### src/rtl/core/kvc_pkg.sv
// Shared constants, types and symbol mapping functions of the keyed Vigenere cipher.
package kvc_pkg;

   localparam int ALPHA_SIZE = 44;
   localparam int SYM_W      = 6;
   localparam logic [SYM_W-1:0] BAD_SYM = 6'd63;

   localparam int KEY_DEPTH  = 32;
   localparam int KEY_POS_W  = (KEY_DEPTH > 1) ? $clog2(KEY_DEPTH) : 1;
   localparam int CSR_DATA_W = 6;
   localparam int CSR_IDX_W  = 2;
   localparam int KEY_CNT_W  = $clog2(KEY_DEPTH + 1);
   localparam int LEN_W      = (KEY_CNT_W > CSR_DATA_W) ? KEY_CNT_W : CSR_DATA_W;

   localparam logic [1:0] CMD_LOAD_ROW = 2'd0;
   localparam logic [1:0] CMD_LOAD_KEY = 2'd1;
   localparam logic [1:0] CMD_CIPHER   = 2'd2;

   localparam logic [CSR_IDX_W-1:0] CSR_KEY_SPAN     = 2'd0;
   localparam logic [CSR_IDX_W-1:0] CSR_DECRYPT_MODE = 2'd1;

   typedef struct packed {
      logic             en;
      logic [SYM_W-1:0] slot;
      logic [SYM_W-1:0] sym;
   } row_wr_type;

   // Upper-case a byte and map it to its alphabet index, BAD_SYM when absent.
   function automatic logic [SYM_W-1:0] sym_index(input logic [7:0] b);
      logic [7:0]       u;
      logic [SYM_W-1:0] r;
      u = (b inside {[8'h61:8'h7A]}) ? (b - 8'd32) : b;
      case (u) inside
         [8'h41:8'h5A]: r = SYM_W'(u - 8'h41);
         [8'h30:8'h39]: r = SYM_W'(u - 8'h30 + 8'd26);
         8'h20:         r = 6'd36;
         8'h2E:         r = 6'd37;
         8'h2C:         r = 6'd38;
         8'h3B:         r = 6'd39;
         8'h21:         r = 6'd40;
         8'h2D:         r = 6'd41;
         8'h27:         r = 6'd42;
         8'h3F:         r = 6'd43;
         default:       r = BAD_SYM;
      endcase
      return r;
   endfunction

   // Alphabet index back to its byte; indexes past the alphabet give the first symbol.
   function automatic logic [7:0] sym_char(input logic [SYM_W-1:0] i);
      logic [7:0] c;
      case (i) inside
         [6'd0:6'd25]:  c = 8'h41 + {2'b00, i};
         [6'd26:6'd35]: c = 8'h30 + {2'b00, i} - 8'd26;
         6'd36:         c = 8'h20;
         6'd37:         c = 8'h2E;
         6'd38:         c = 8'h2C;
         6'd39:         c = 8'h3B;
         6'd40:         c = 8'h21;
         6'd41:         c = 8'h2D;
         6'd42:         c = 8'h27;
         6'd43:         c = 8'h3F;
         default:       c = 8'h41;
      endcase
      return c;
   endfunction

endpackage

### src/rtl/core/kvc_row_tables.sv
// Shuffled row alphabet and its inverse, one write port and one registered read each.
module kvc_row_tables (
   input  logic                       clock,
   input  kvc_pkg::row_wr_type        wr,
   input  logic                       rd_en,
   input  logic [kvc_pkg::SYM_W-1:0]  enc_addr,
   input  logic [kvc_pkg::SYM_W-1:0]  inv_addr,
   output logic [kvc_pkg::SYM_W-1:0]  enc_sym,
   output logic [kvc_pkg::SYM_W-1:0]  inv_pos
);
   import kvc_pkg::*;

   logic [SYM_W-1:0] row_ff [ALPHA_SIZE];
   logic [SYM_W-1:0] inv_ff [ALPHA_SIZE];
   logic [SYM_W-1:0] enc_sym_ff;
   logic [SYM_W-1:0] inv_pos_ff;

   always_ff @(posedge clock) begin
      if (wr.en) begin
         row_ff[wr.slot] <= wr.sym;
         inv_ff[wr.sym]  <= wr.slot;
      end
   end

   always_ff @(posedge clock) begin
      if (rd_en) begin
         enc_sym_ff <= row_ff[enc_addr];
         inv_pos_ff <= inv_ff[inv_addr];
      end
   end

   assign enc_sym = enc_sym_ff;
   assign inv_pos = inv_pos_ff;

endmodule

### src/rtl/core/keyed_vigenere_cipher.sv
// Keyed Vigenere cipher top level: input register, row table lookup and result register.
// Usage: the block takes one word per cycle while req_stall is low and puts the result of a
// cipher word on the result ports after it passes the input register, the row table read
// register and the result register; the key table lookup, the key position update and the
// modular add sit between the input register and the row table read. Load words (row entry,
// key character) give no result. Row and key tables come up undefined and must be loaded
// before they are used; there is no clearing pass after reset. Write the key span and decrypt
// mode registers only while no word is in flight.
module keyed_vigenere_cipher (
   input  logic                           clock,
   input  logic                           reset,
   input  logic                           req_valid,
   output logic                           req_stall,
   input  logic [1:0]                     req_cmd,
   input  logic [5:0]                     req_slot,
   input  logic [7:0]                     req_char_in,
   input  logic                           req_first,
   output logic                           rsp_valid,
   input  logic                           rsp_stall,
   output logic [7:0]                     rsp_char_out,
   output logic                           rsp_bad_char,
   input  logic                           csr_valid,
   output logic                           csr_ready,
   input  logic [kvc_pkg::CSR_IDX_W-1:0]  csr_index,
   input  logic [kvc_pkg::CSR_DATA_W-1:0] csr_wdata
);
   import kvc_pkg::*;

   localparam logic [SYM_W:0] ALPHA_EXT = (SYM_W + 1)'(ALPHA_SIZE);

   // configuration
   logic [CSR_DATA_W-1:0] key_span_ff;
   logic                  decrypt_mode_ff;

   // input register
   logic             a_valid_ff;
   logic [1:0]       a_cmd_ff;
   logic [5:0]       a_slot_ff;
   logic [7:0]       a_char_ff;
   logic             a_first_ff;

   // lookup register
   logic             b_valid_ff;
   logic             b_bad_ff;
   logic [SYM_W-1:0] b_k_ff;

   // result register
   logic             rsp_valid_ff;
   logic [7:0]       rsp_char_ff;
   logic             rsp_bad_ff;

   logic [SYM_W-1:0]     key_tab_ff [KEY_DEPTH];
   logic [KEY_POS_W-1:0] key_pos_ff;
   logic [KEY_POS_W-1:0] key_pos_in;

   logic ready_a, ready_b, ready_c, adv_a;

   logic [LEN_W-1:0]  len_raw, len_eff, pos_ext, pos_inc;
   logic [KEY_POS_W-1:0] pos;
   logic [SYM_W-1:0]  a_p, a_k;
   logic              a_bad;
   logic [SYM_W:0]    enc_sum;
   logic [SYM_W-1:0]  enc_addr, inv_addr;
   row_wr_type        row_wr;

   logic [SYM_W-1:0]  enc_sym, inv_pos;
   logic [SYM_W:0]    dec_diff;
   logic [SYM_W-1:0]  dec_sym, res_sym;

   // handshake: each stage takes a word when it is empty or its word moves on
   assign ready_c   = !rsp_valid_ff || !rsp_stall;
   assign ready_b   = !b_valid_ff || ready_c;
   assign ready_a   = !a_valid_ff || ready_b;
   assign adv_a     = a_valid_ff && ready_b;
   assign req_stall = !ready_a;
   assign csr_ready = 1'b1;

   always_ff @(posedge clock) begin
      if (reset) begin
         key_span_ff     <= CSR_DATA_W'(1);
         decrypt_mode_ff <= 1'b0;
      end else if (csr_valid) begin
         case (csr_index)
            CSR_KEY_SPAN:     key_span_ff     <= csr_wdata;
            CSR_DECRYPT_MODE: decrypt_mode_ff <= csr_wdata[0];
            default: ;
         endcase
      end
   end

   always_ff @(posedge clock) begin
      if (reset) begin
         a_valid_ff <= 1'b0;
      end else if (ready_a) begin
         a_valid_ff <= req_valid;
      end
   end

   always_ff @(posedge clock) begin
      if (req_valid && ready_a) begin
         a_cmd_ff   <= req_cmd;
         a_slot_ff  <= req_slot;
         a_char_ff  <= req_char_in;
         a_first_ff <= req_first;
      end
   end

   // key position: clamp the length, restart on first, wrap at the length
   always_comb begin
      len_raw = LEN_W'(key_span_ff);
      if (len_raw == '0) begin
         len_eff = LEN_W'(1);
      end else if (len_raw > LEN_W'(KEY_DEPTH)) begin
         len_eff = LEN_W'(KEY_DEPTH);
      end else begin
         len_eff = len_raw;
      end
      pos_ext = a_first_ff ? '0 : LEN_W'(key_pos_ff);
      if (pos_ext >= len_eff) begin
         pos_ext = '0;
      end
      pos     = pos_ext[KEY_POS_W-1:0];
      pos_inc = pos_ext + LEN_W'(1);
      key_pos_in = (pos_inc >= len_eff) ? '0 : pos_inc[KEY_POS_W-1:0];
   end

   assign a_p   = sym_index(a_char_ff);
   assign a_k   = key_tab_ff[pos];
   assign a_bad = (a_p == BAD_SYM) || (a_k >= SYM_W'(ALPHA_SIZE));

   always_comb begin
      enc_sum = {1'b0, a_p} + {1'b0, a_k};
      if (enc_sum >= ALPHA_EXT) begin
         enc_sum = enc_sum - ALPHA_EXT;
      end
      // hold addresses inside the table when the word is bad
      enc_addr = a_bad ? '0 : enc_sum[SYM_W-1:0];
      inv_addr = a_bad ? '0 : a_p;
   end

   always_comb begin
      row_wr.en   = adv_a && (a_cmd_ff == CMD_LOAD_ROW) && (a_p != BAD_SYM)
                    && (a_slot_ff < SYM_W'(ALPHA_SIZE));
      row_wr.slot = a_slot_ff;
      row_wr.sym  = a_p;
   end

   always_ff @(posedge clock) begin
      if (reset) begin
         key_pos_ff <= '0;
      end else if (adv_a && (a_cmd_ff == CMD_CIPHER)) begin
         key_pos_ff <= key_pos_in;
      end
   end

   always_ff @(posedge clock) begin
      if (adv_a && (a_cmd_ff == CMD_LOAD_KEY) && ({1'b0, a_slot_ff} < 7'(KEY_DEPTH))) begin
         key_tab_ff[a_slot_ff[KEY_POS_W-1:0]] <= a_p;
      end
   end

   kvc_row_tables u_row_tables (
      .clock    (clock),
      .wr       (row_wr),
      .rd_en    (ready_b),
      .enc_addr (enc_addr),
      .inv_addr (inv_addr),
      .enc_sym  (enc_sym),
      .inv_pos  (inv_pos)
   );

   // drop load words here: only cipher words move on
   always_ff @(posedge clock) begin
      if (reset) begin
         b_valid_ff <= 1'b0;
      end else if (ready_b) begin
         b_valid_ff <= a_valid_ff && (a_cmd_ff == CMD_CIPHER);
      end
   end

   always_ff @(posedge clock) begin
      if (ready_b) begin
         b_bad_ff <= a_bad;
         b_k_ff   <= a_k;
      end
   end

   always_comb begin
      dec_diff = {1'b0, inv_pos} + ALPHA_EXT - {1'b0, b_k_ff};
      if (dec_diff >= ALPHA_EXT) begin
         dec_diff = dec_diff - ALPHA_EXT;
      end
      dec_sym = dec_diff[SYM_W-1:0];
      res_sym = decrypt_mode_ff ? dec_sym : enc_sym;
   end

   always_ff @(posedge clock) begin
      if (reset) begin
         rsp_valid_ff <= 1'b0;
      end else if (ready_c) begin
         rsp_valid_ff <= b_valid_ff;
      end
   end

   always_ff @(posedge clock) begin
      if (ready_c && b_valid_ff) begin
         rsp_char_ff <= b_bad_ff ? 8'h00 : sym_char(res_sym);
         rsp_bad_ff  <= b_bad_ff;
      end
   end

   assign rsp_valid    = rsp_valid_ff;
   assign rsp_char_out = rsp_char_ff;
   assign rsp_bad_char = rsp_bad_ff;

`ifndef SYNTHESIS
   a_load_no_result: assert property (@(posedge clock) disable iff (reset)
      (a_valid_ff && ready_b && (a_cmd_ff != CMD_CIPHER)) |=> !b_valid_ff)
      else $error("load word reached the lookup stage");

   a_row_write_range: assert property (@(posedge clock) disable iff (reset)
      row_wr.en |-> ((row_wr.slot < SYM_W'(ALPHA_SIZE)) && (row_wr.sym < SYM_W'(ALPHA_SIZE))))
      else $error("row table write outside the alphabet");

   a_good_key_range: assert property (@(posedge clock) disable iff (reset)
      (b_valid_ff && !b_bad_ff) |-> (b_k_ff < SYM_W'(ALPHA_SIZE)))
      else $error("good word carries a key index outside the alphabet");
`endif

endmodule

### config.mk
export PLATFORM = sky130hd
export DESIGN_NAME = keyed_vigenere_cipher
export DESIGN_NICKNAME = d
export VERILOG_FILES = /design/src/rtl/core/kvc_pkg.sv /design/src/rtl/core/kvc_row_tables.sv /design/src/rtl/core/keyed_vigenere_cipher.sv
export SDC_FILE = /design/constraint.sdc
export NUM_CORES = 1
export LEC_CHECK = 0
export BUFFER_PORTS_ARGS = -buffer_cell sky130_fd_sc_hd__buf_2
export CAP_MARGIN = 20
export CORE_MARGIN = 10
export CORE_UTILIZATION = 40
export DETAILED_ROUTE_END_ITERATION = 10
export SLEW_MARGIN = 20
export SYNTH_ARGS = -nofsm -noshare
export SYNTH_HDL_FRONTEND = slang
export SYNTH_HIERARCHICAL = 1
export SYNTH_SLANG_ARGS = --single-unit
### constraint.sdc
create_clock -name clock -period 10.7 [get_ports clock]
set_input_delay 2.14 -clock clock [delete_from_list [all_inputs] [get_ports clock]]
set_output_delay 2.14 -clock clock [all_outputs]
set_load 0.1 [all_outputs]
==> impl_metrics.csv <==
group,metric,value,unit
power_and_ir_drop,irDropWorstVdd,0.1346,mV
synthesis,synthArstFlopShare,0,%
placement,io_buffer_count,40,
finish,final_util,45.54,%
critical_path,worstReg2RegStart,"key_pos_ff[0]",
flow_run,max_cap_viol_count,0,
floorplan,core-area,83820,um^2
drt,first_iter_violations,1744,
synthesis,synth_edf_count,765,
placement,dpl_worst_slack,1.786,ns
placement,finalWeightedCongestion,0.8917,
clock_tree,hold_buffers,0,
clock_tree,h-tree-depth,3,
floorplan,die-area,96820,um^2
drt,drt_wl_total,81.02,mm
critical_path,max_stage_delay,0.75,ns
timing,fmax,0.1108,GHz
critical_path,critPathLaunchType,"flip-flop",
timing,worst_pin_slew,1.072,ns
timing,skew,0.03218,ns
synthesis,synthCells,2199,
critical_path,path_delay_family,"compound AO/OA/AOI/OAI gates",
clock_tree,path_clk_slew,0.07,ns
timing,drv_slew,0,
synthesis,yosys.area.top_type,"edfxtp_1",
min_path,hp-class,"reg2reg",
floorplan,die_x,311.2,um
critical_path,critPathCaptureType,"flip-flop",
power_and_ir_drop,leakagePower,10.64,nW
critical_path,worstPathArrival,9.44,ns
finish,syn2layout_area_growth,12.56,%
critical_path,worst-path-max-fanout,48,
timing,rsz0062_at_grt,"no",
global_routing,grt_first_pass_wirelength,121.8,mm
drt,vias,19500,
outcome,status,"completed",
drt,drt_first_pass_iters,6,
timing,timing.slew.headroom,28.11,%
min_path,hold_path_startpoint,"key_pos_ff[4]",
floorplan,row_count,106,
placement,dp_hpwl,51.43,mm
floorplan,dieHeight,311.2,um
clock_tree,cts-root-buf,"clkbuf_16",
finish,fin_nets,2323,
drt,postRouteAntennaNets,0,
critical_path,critical_path_class,"reg2reg",
synthesis,ys_seq_area_share,68.63,%
finish,final_layout_size_suffix_gt1_share,14.81,%
synthesis,synth_top_area_share,67.74,%
finish,diodes,0,
critical_path,slowest_stage,"and2b_4",
drt,drc_errors,0,
clock_tree,cts_setup_buffers,0,
clock_tree,clk_latency,0.64,ns
synthesis,synth-main-ff-cell,"edfxtp_1",
clock_tree,cts_resized,0,
synthesis,syn_area,33910,um^2
finish,layout_commonest_cell,"edfxtp_1",
min_path,hold_end,"key_pos_ff[4]",
clock_tree,cts_tree,"yes",
timing,period_share,84.33,%
synthesis,syn_area_per_cell,15.42,um^2
floorplan,io_pins,42,
power_and_ir_drop,p_per_area,180.3,nW/um^2
global_routing,grt_pass1_vias,19380,
global_routing,antenna_found_initial,1,
critical_path,reg2reg_slack,1.68,ns
clock_tree,cts_inserted_buffers,84,
timing,setup-violations-final,0,
clock_tree,cts.sink_count,780,
synthesis,synth_fp_nets,2279,
timing,fin_crit,9.023,ns
critical_path,worstReg2RegEnd,"u_row_tables/enc_sym[0]",
drt,routed_via_density,5.663,
critical_path,worstPathRequired,11.12,ns
finish,final_cell_mix,"edfxtp_1 (765), mux2i_1 (235), nor2_1 (171)",
timing,final.setup.worst_slack,1.677,ns
synthesis,synthDistinctLibCells,106,
global_routing,grt_max_degree,115,
synthesis,yosys_warnings,6,
timing,hold_viol,0,
floorplan,start_util,40.46,%
synthesis,synth_area_leaders,"edfxtp_1 (68%), mux2i_1 (7.0%), mux4_2 (2.6%)",
critical_path,r2r_cells,30,
clock_tree,cts_buffer_depth,3,
global_routing,grt_overflow,0,
min_path,holdPathStages,2,
drt,wl_per_cell,23.53,um
synthesis,ys_ff_latch,780,
global_routing,track_usage,16.25,%
timing,tns,0,ns
critical_path,cp_num_buf_inv,3,
Yosys cell counts, types with 6 or more instances:
| cell type | n |
|---|---|
| o41ai_2 | 12 |
| edfxtp_1 | 765 |
| buf_1 | 12 |
| a221oi_2 | 15 |
| nand2b_1 | 21 |
| or3_1 | 7 |
| and2_1 | 8 |
| mux2i_1 | 236 |
| and3_1 | 9 |
| a21o_1 | 12 |
| buf_6 | 7 |
| xnor2_1 | 14 |
| o21ai_1 | 16 |
| nand2_1 | 122 |
| nor2_1 | 173 |
| ha_1 | 48 |
| o21ai_0 | 24 |
| dfxtp_1 | 15 |
| nand3b_1 | 9 |
| inv_1 | 41 |
| clkbuf_1 | 34 |
| buf_4 | 24 |
| a31oi_1 | 15 |
| o31ai_1 | 19 |
| o22ai_1 | 16 |
| mux4_2 | 39 |
| buf_2 | 35 |
| nand3_1 | 27 |
| a2111oi_0 | 6 |
| or2_2 | 6 |
| nor3_1 | 33 |
| a22o_1 | 26 |
| a21oi_1 | 62 |
| nor2b_1 | 19 |
| nand4_1 | 15 |
| a211o_1 | 6 |
| a22oi_1 | 56 |
| a211oi_1 | 19 |
| o211ai_1 | 6 |
| o32ai_1 | 8 |
| a221oi_1 | 39 |
cell families (layout without fill, tap and decap cells):
group           count (synthesis)  in the layout  share of synthesized area (%)
flops                         780            780                          68.63
simple gates                  480            480                          6.664
compound gates                418            418                          9.826
mux                           280            280                          9.723
buf+inv                       169            280                          2.686
fa+ha+maj                      50             50                          1.889
xor+xnor                       20             20                         0.5609
other cells                     2              2                        0.02215
through the flow:
stage / hold WS, ns / power (W) / std cells / area [um^2]
floorplan: 0.4255 / 0.003813 / 2199 / 33910
global placement: 0.4670 / 0.003948 / 3291 / 35300
detailed placement: 0.5146 / 0.003966 / 3291 / 35300
CTS: 0.5297 / 0.006942 / 3444 / 38150
global route: 0.5592 / 0.007109 / 3444 / 38170
finish: 0.5235 / 0.006883 / 3444 / 38170
state kept, by name (all words and copies together), names as in the netlist, 5 cells and up:
register and count:
b_k_ff 6, a_slot_ff 6, u_row_tables/inv_pos 6, key_span_ff 6
u_row_tables/row_ff 264, key_pos_ff 5, a_char_ff 8, key_tab_ff 192
u_row_tables/inv_ff 264, rsp_char_out 8, u_row_tables/enc_sym 6
per-layer routing:
layer / up-vias / global-route usage, % / share of wire, %
met5: - / 0 / 0.0086
met4: 2 / 5.192 / 2.9
met3: 148 / 3.078 / 6.4
met2: 652 / 25.87 / 47
met1: 9913 / 22.27 / 44
li1: 8789 / - / -
worst register-to-register path: cells and delay by family (launching register included):
kind	cells	cell delay, ns
fa+ha+maj	3	1.10
xor+xnor	1	0.20
flops	1	0.74
simple gates	4	1.43
buf+inv	3	1.29
mux	3	0.91
compound gates	16	3.15
report_power, final:
part	leakage, nW	internal, W	switching, W
sequential	5.77	0.00340	0.0000152
clock	1.38	0.00179	0.00119
combinational	3.48	0.000153	0.000341
final cells by class:
class / count / area, um^2
Multi-Input combinational cell: 1250 / 9931
Sequential cell: 780 / 23270
Fill cell: 7381 / 45650
Timing Repair Buffer: 80 / 525.5
Clock inverter: 57 / 654.4
Clock buffer: 96 / 2190
Inverter: 47 / 178.9
Tap cell: 1134 / 1419
worst max-delay path by stage:
stage	start	to	slack [ns]	cells after the start
after floorplan	a_char_ff[1]	u_row_tables/enc_sym[1]	2.79	25
after global placement	key_pos_ff[0]	u_row_tables/enc_sym[4]	2.06	27
after detailed placement	key_pos_ff[0]	u_row_tables/enc_sym[5]	1.79	26
after CTS	key_pos_ff[0]	u_row_tables/enc_sym[5]	1.73	26
after global routing	key_pos_ff[0]	u_row_tables/enc_sym[5]	1.02	30
final	key_pos_ff[0]	u_row_tables/enc_sym[0]	1.68	30
(Power assumes the default switching activity.)
